--- src/rtl/tpgoc_pkg.sv ---
// Shared types, constants and arithmetic helpers for the touch grid offset correction.
package tpgoc_pkg;

   // Configuration register indexes.
   localparam logic [2:0] CSR_X_SPLITS  = 3'd0;
   localparam logic [2:0] CSR_Y_SPLITS  = 3'd1;
   localparam logic [2:0] CSR_ROW_TOP   = 3'd2;
   localparam logic [2:0] CSR_ROW_MID   = 3'd3;
   localparam logic [2:0] CSR_ROW_BOT   = 3'd4;

   // Depth of the queue between the classifier and the datapath.
   localparam int QUEUE_DEPTH = 4;
   localparam int QUEUE_PTR_W = 2;
   localparam int QUEUE_CNT_W = 3;

   localparam logic signed [49:0] S32_MAX = 50'sd2147483647;
   localparam logic signed [49:0] S32_MIN = -50'sd2147483648;

   typedef struct packed {
      logic [15:0] x_in;
      logic [15:0] y_in;
      logic        is_finger;
   } req_type;

   typedef struct packed {
      logic [15:0] x_out;
      logic [15:0] y_out;
      logic        corrected;
   } rsp_type;

   // A classified request: area bounds, distances and the corner offsets.
   // ox and oy hold: top-left, top-right, bottom-left, bottom-right corners.
   typedef struct packed {
      logic               pass;
      logic [15:0]        x;
      logic [15:0]        y;
      logic [15:0]        bxp;
      logic signed [16:0] nx;
      logic signed [16:0] sx;
      logic signed [16:0] ny;
      logic signed [16:0] sy;
      logic [3:0][15:0]   ox;
      logic [3:0][15:0]   oy;
   } item_type;

   // Context that travels with a request down the datapath.
   typedef struct packed {
      item_type           it;
      logic signed [31:0] pq;
      logic signed [31:0] rs;
      logic signed [31:0] cx;
      logic signed [31:0] ty;
      logic [1:0]         qneg;
   } ctx_type;

   typedef struct packed {
      logic full;
      logic empty;
   } q_stat_type;

   // Saturate a wide signed value to the signed 32-bit range.
   function automatic logic signed [31:0] sat32(input logic signed [49:0] v);
      logic signed [31:0] r;
      if (v > S32_MAX) begin
         r = 32'sh7FFFFFFF;
      end else if (v < S32_MIN) begin
         r = 32'sh80000000;
      end else begin
         r = $signed(v[31:0]);
      end
      return r;
   endfunction

   // Magnitude of a signed 50-bit value.
   function automatic logic [49:0] mag50(input logic signed [49:0] v);
      logic [49:0] r;
      r = v[49] ? 50'(-v) : 50'(v);
      return r;
   endfunction

   // Magnitude of a signed 17-bit span, which always fits 16 bits.
   function automatic logic [15:0] mag17(input logic signed [16:0] v);
      logic [16:0] r;
      r = v[16] ? 17'(-v) : 17'(v);
      return r[15:0];
   endfunction

   // Give a quotient magnitude its sign.
   function automatic logic signed [49:0] apply_sign(input logic neg, input logic [47:0] mag);
      logic signed [49:0] m;
      m = $signed({2'b00, mag});
      return neg ? -m : m;
   endfunction

   // Grid node offset for a row in -1..3 and a column in -1..2.
   // The x offset is zero beyond the left and right borders and carried along
   // the top and bottom; the y offset the other way round.
   function automatic logic signed [15:0] node_off(input logic [2:0][63:0] rows,
                                                   input logic signed [3:0] row,
                                                   input logic signed [3:0] col,
                                                   input logic axis);
      logic signed [3:0] rr;
      logic signed [3:0] cc;
      logic              zero;
      logic [63:0]       w;
      logic [15:0]       f;
      rr   = row;
      cc   = col;
      zero = 1'b0;
      if (!axis) begin
         if (col < 4'sd0 || col > 4'sd1) zero = 1'b1;
         if (rr < 4'sd0) rr = 4'sd0;
         if (rr > 4'sd2) rr = 4'sd2;
      end else begin
         if (row < 4'sd0 || row > 4'sd2) zero = 1'b1;
         if (cc < 4'sd0) cc = 4'sd0;
         if (cc > 4'sd1) cc = 4'sd1;
      end
      if (rr[1:0] == 2'd2) begin
         w = rows[2];
      end else if (rr[1:0] == 2'd1) begin
         w = rows[1];
      end else begin
         w = rows[0];
      end
      unique case ({cc[0], axis})
         2'b00: f = w[15:0];
         2'b01: f = w[31:16];
         2'b10: f = w[47:32];
         default: f = w[63:48];
      endcase
      return zero ? 16'sd0 : $signed(f);
   endfunction

endpackage

--- src/rtl/tpgoc_queue.sv ---
// Short queue of classified requests between the classifier and the datapath.
module tpgoc_queue (
   input  logic                  clock,
   input  logic                  reset,
   input  logic                  push,
   input  tpgoc_pkg::item_type   push_item,
   input  logic                  pop,
   output tpgoc_pkg::item_type   head_item,
   output tpgoc_pkg::q_stat_type stat
);
   import tpgoc_pkg::*;

   item_type                 entries_ff [QUEUE_DEPTH];
   logic [QUEUE_PTR_W-1:0]   wr_ptr_ff, wr_ptr_in;
   logic [QUEUE_PTR_W-1:0]   rd_ptr_ff, rd_ptr_in;
   logic [QUEUE_CNT_W-1:0]   count_ff, count_in;

   // Pointer and fill count update.
   always_comb begin
      wr_ptr_in = push ? wr_ptr_ff + 1'b1 : wr_ptr_ff;
      rd_ptr_in = pop  ? rd_ptr_ff + 1'b1 : rd_ptr_ff;
      count_in  = count_ff;
      if (push && !pop) count_in = count_ff + 1'b1;
      if (pop && !push) count_in = count_ff - 1'b1;
   end

   always_ff @(posedge clock) begin
      if (reset) begin
         wr_ptr_ff <= '0;
         rd_ptr_ff <= '0;
         count_ff  <= '0;
      end else begin
         wr_ptr_ff <= wr_ptr_in;
         rd_ptr_ff <= rd_ptr_in;
         count_ff  <= count_in;
      end
   end

   // Entry storage.
   always_ff @(posedge clock) begin
      if (push) entries_ff[wr_ptr_ff] <= push_item;
   end

   assign head_item  = entries_ff[rd_ptr_ff];
   assign stat.full  = (count_ff == QUEUE_CNT_W'(QUEUE_DEPTH));
   assign stat.empty = (count_ff == '0);

endmodule

--- config.mk ---
export PLATFORM = sky130hd
export DESIGN_NAME = tpgoc_queue
export DESIGN_NICKNAME = d
export VERILOG_FILES = /design/src/rtl/tpgoc_pkg.sv /design/src/rtl/tpgoc_queue.sv
export SDC_FILE = /design/constraint.sdc
export NUM_CORES = 1
export LEC_CHECK = 0
export BUFFER_PORTS_ARGS = -buffer_cell sky130_fd_sc_hd__buf_4
export CAP_MARGIN = 20
export CELL_PAD_IN_SITES_DETAIL_PLACEMENT = 0
export CELL_PAD_IN_SITES_GLOBAL_PLACEMENT = 1
export CORE_ASPECT_RATIO = 0.5
export CORE_MARGIN = 10
export CORE_UTILIZATION = 45
export CTS_BUF_LIST = sky130_fd_sc_hd__clkbuf_4 sky130_fd_sc_hd__clkbuf_8 sky130_fd_sc_hd__clkbuf_16
export DETAILED_ROUTE_END_ITERATION = 6
export GPL_TIMING_DRIVEN = 0
export PLACE_DENSITY = 0.73
export REMOVE_ABC_BUFFERS = 1
export SLEW_MARGIN = 20
export SYNTH_ARGS = -nofsm -noshare
export SYNTH_HDL_FRONTEND = slang
export SYNTH_SLANG_ARGS = --single-unit
--- constraint.sdc ---
create_clock -name clock -period 9.53 [get_ports clock]
set_clock_uncertainty 0.05 [all_clocks]
set_input_delay 1.4295 -clock clock [delete_from_list [all_inputs] [get_ports clock]]
set_output_delay 1.4295 -clock clock [all_outputs]
set_load 0.01 [all_outputs]
# --- Word level (Yosys, flattened, before mapping) ---
# Memory sizes are Yosys's and may differ from the RTL's. A register that Yosys moved wholly into a read port is not among the register bits.
# Cells that the tools add are included.
classes:
  bitwise_logic: 0
  shifts: 0
  eq_ne: 1
  muxes: 6
  n_reduce_logical: 6
  n_mul: 0
  order_cmp: 0
  div: 0
  n_addsub: 4
op_table:
  columns: ["cell", "count"]
  rows:
  - ["3-bit 2-to-1 mux", 2]
  - ["2-bit by 1-bit adder with 2-bit output (second input constant)", 2]
  - ["2-bit 2-to-1 mux", 2]
  - ["3-bit by 1-bit adder with 3-bit output (second input constant)", 1]
  - ["3-bit equality test (second input constant)", 1]
  - ["3-bit logical NOT", 1]
  - ["3-bit by 1-bit subtractor with 3-bit output (second input constant)", 1]
  - ["1-bit logical AND", 2]
  - ["1-bit logical NOT", 2]
  - ["1-bit 2-to-1 mux", 2]
  - ["2-bit nonzero test", 1]
totals:
  input_bits: 249
  n_memories: 1
  word_cells: 21
  romBits: 0
  output_inout_bits: 247
  regBits: 7
  latchBits: 0
  ramBits: 980
memory_table:
  columns: ["name", "words", "word_bits", "rd", "rd_clocked_by_memory_dff", "write_ports", "line", "rtl"]
  rows:
  - ["entries_ff", 4, 245, 1, 1, 1, "tpgoc_queue.sv:13", "item_type entries_ff [QUEUE_DEPTH];"]

# --- Longest topological paths before layout ---
depth:
  word_depth: 4
  ltp_mapped: 7

# --- Least setup slack after synthesis ---
# No wires, ideal clock.
synth_timing:
  kind: "input -> register"
  from: "in push"
  to: "mem entries_ff[0][0] (netlist bit) (enable)"
  setup_time_ns: 0.636
  path_stages: 1
  n_path_buf: 0
  required_time_ns: 8.844
  arrival_time_ns: 6.970
  setup_slack_ns: 1.874
  cell_sequence: "and2_1"
synth_via:
  elab_chain_len: 2
synth_lines:
  columns: ["element", "line", "rtl"]
  rows:
  - ["from (decl)", "tpgoc_queue.sv:5", "input logic push,"]
  - ["1-bit 2-to-1 mux", "tpgoc_queue.sv:41", "if (push) entries_ff[wr_ptr_ff] <= push_item;"]
  - ["1-bit 2-to-1 mux (not written as such)", "tpgoc_queue.sv:41", null]
  - ["to (decl)", "tpgoc_queue.sv:13", null]
# No other way between the ends.

==> results.cfg <==
[setup_path]
path_cells = buf_16 > buf_16 > buf_12 > buf_16 > buf_16 > mux4_2 > buf_4
rrSetupSlack_ps = 6930
crit_fanout = 33
crit-reg2reg-launch = wr_ptr_ff[0]
crit_type = flip-flop to output pin
end_kind = output pin
worstSetupStartpointType = flip-flop
critical_path.max_stage_delay_ps = 650
worst_ep_arrival_time_ps = 3580
critical_path_required_ps = 8050
ff2ff_path_depth = 6
cpMostUsedCell = buf_16
rr_endpoint = entries_ff[3][70]
slowest_stage = dfxtp_4

[global_route]
grt_usage = 0.174
grt_pass1_wl_um = 117000
antenna_found_initial = 10
grt_max_degree = 47
grt-ovfl-total = 0
grt_pass1_vias = 16559

[power_and_ir_drop]
clockPowerShare = 0.363
p_comb_frac = 0.114
power.internal_mw = 7.55
p_seq_frac = 0.523
switchingPower_mw = 2.11
p_leak_nw = 14.7
ir_drop_v = 0.000146
sw_frac_of_total = 0.218
power_density_nw_per_um2 = 219

[synthesis]
synth_top_area_cell = edfxtp_1
synth_cells = 1326
syn_area_um2 = 35700
synth.ff_latch_count = 989
synth_area_leaders = edfxtp_1 (82%), mux4_2 (15%), dfxtp_1 (0.50%)
yosysTopAreaCellShare = 0.824
yosys_warnings = 0
synth.distinct_cells = 22
syn_avg_cell_area_um2 = 26.9
ys_seq_area_frac = 0.829

[floorplan]
start_util = 0.458
die_w_um = 418
coreArea_um2 = 77900
die_area_um2 = 91700
num_io_pins = 496
die_h_um = 219
rows = 72

[timing]
rsz0062_at_grt = no
fin_crit_sh = 0.530
slew_violations = 0
setup_viol = 0
period_needed_ps = 5060
hold_viol = 0
postLayoutSetupSlackWorst_ps = 4470
worst_hold_slack_ps = 459
max_freq_mhz = 198
tightest_slew_ps = 690
relSlewSlack = 0.540

[worst_hold_path]
hold_start = count_ff[2]
min_path_type = flip-flop to flip-flop
min_path_cells = 2
hold_end = count_ff[2]

[cts]
cts_tree = yes
cts_max_level = 3
ctsHoldBuffers = 0
cts.repair.resized = 0
ctsLongestPathBuffers = 3
clock-sinks = 989
clk_pin_slew_ps = 60
cts_buffers = 85
clk_latency_ps = 640
cts_root_buf = clkbuf_16
post_cts_buffers = 0

[run_status]
status = finished, final reports clean

[place]
pre_cts_slack_ps = 5010
dp_cells = 2840
gp_congestion = 0.705
dp_hpwl_um = 55300
port_buffers = 495

[finish]
drive_gt1_frac = 0.471
fillCellCount = 5643
final-instance-count-excl-fill = 2998
syn_to_final_growth_pct = 23.7
nets = 2146
final_common_cell = edfxtp_1
most-common-layout-cells = edfxtp_1 (980), buf_4 (495), mux4_2 (245)

[detailed_routing]
drtPass1Iterations = 5
drtIter0Drc = 1261
avgViaCountPerCell = 5.35
route.detailed.drc = 0
postRouteAntennaNets = 0
routed_wirelength_um = 81500
via_count = 16050
wl_per_cell_um = 27.2

[run]
drv_cap = 0
## state kept, by name, summed over array words and instances, names as in the netlist, named ones only
name,cells
rd_ptr_ff,2
entries_ff,980
wr_ptr_ff,2
count_ff,3
## through the flow
step	setup TNS (ps)	instance area (um^2)	util	total power, mW
final	0	44200	0.567	9.66
after global routing	0	44200	0.567	10.0
after CTS	0	44200	0.567	9.79
after detailed placement	0	41400	0.531	6.28
after global placement	-5201470	40400	0.518	6.54
after floorplan	-702040	35400	-	5.79
## final cells by class
class | count | area, um^2 | share of cell area
sequential | 989 | 29600 | 0.670
multi-input combinational | 276 | 5760 | 0.130
timing repair buffer | 533 | 4660 | 0.106
clock buffer | 109 | 2320 | 0.0526
tap | 1036 | 1300 | 0.0293
clock inverter | 39 | 472 | 0.0107
antenna | 10 | 25.0 | 0.000566
inverter | 6 | 22.5 | 0.000510
## power groups by stage
stage / logic [mW] / registers [mW] / clock network (mW)
after floorplan: 0.555 / 5.24 / 0
after global placement: 1.21 / 5.34 / 0
after CTS: 1.14 / 5.05 / 3.60
after global routing: 1.17 / 5.06 / 3.77
final: 1.10 / 5.05 / 3.51
after detailed placement: 1.14 / 5.14 / 0
## synthesized netlist by cell type
cell / number
nor2_1: 8
o21ai_0: 1
inv_1: 6
or3_1: 1
clkbuf_1: 3
buf_1: 8
buf_2: 28
mux4_2: 245
mux2i_1: 1
and2_1: 4
ha_1: 5
buf_4: 10
nand2_1: 1
nor3_1: 1
xnor2_1: 2
a21oi_1: 2
dfxtp_1: 9
fa_1: 1
and3_1: 1
edfxtp_1: 980
xor2_1: 3
buf_6: 6
## routing by layer
layer  share of wire  GRT usage  vias up
met5               0          0        -
met4           0.033     0.0662        0
met3           0.030     0.0285      113
met2            0.58      0.329      300
met1            0.36      0.199     8726
li1                -          -     6911
## worst max-delay path, delay by kind of cell, from the launching register on
kind	cells	cell delay [ps]
buf+inv	6	1580
flops	1	650
mux	1	570
## worst max path at each step
stage	depth (start not counted)	to	startpoint	slack (ps)
2_1_floorplan	1	head_item[0]	flip-flop	-2870
4_1_cts	7	head_item[151]	flip-flop	4280
3_5_place_dp	7	head_item[101]	flip-flop	5010
6_report	7	head_item[151]	flip-flop	4470
3_3_place_gp	2	head_item[101]	flip-flop	-8420
5_1_grt	7	head_item[151]	flip-flop	4120
## cells by family (layout without fill, tap and decap cells)
logic type      after synthesis  count (layout)  share of synthesized area
flops                       989             989                      0.829
mux                         246             246                      0.155
buf+inv                      61             687                    0.00971
simple gates                 16              16                    0.00214
fa+ha+maj                     6               6                    0.00231
xor+xnor                      5               5                    0.00123
compound gates                3               3                   0.000420
other cells                   0              10                          0
(Power assumes the default switching activity.)
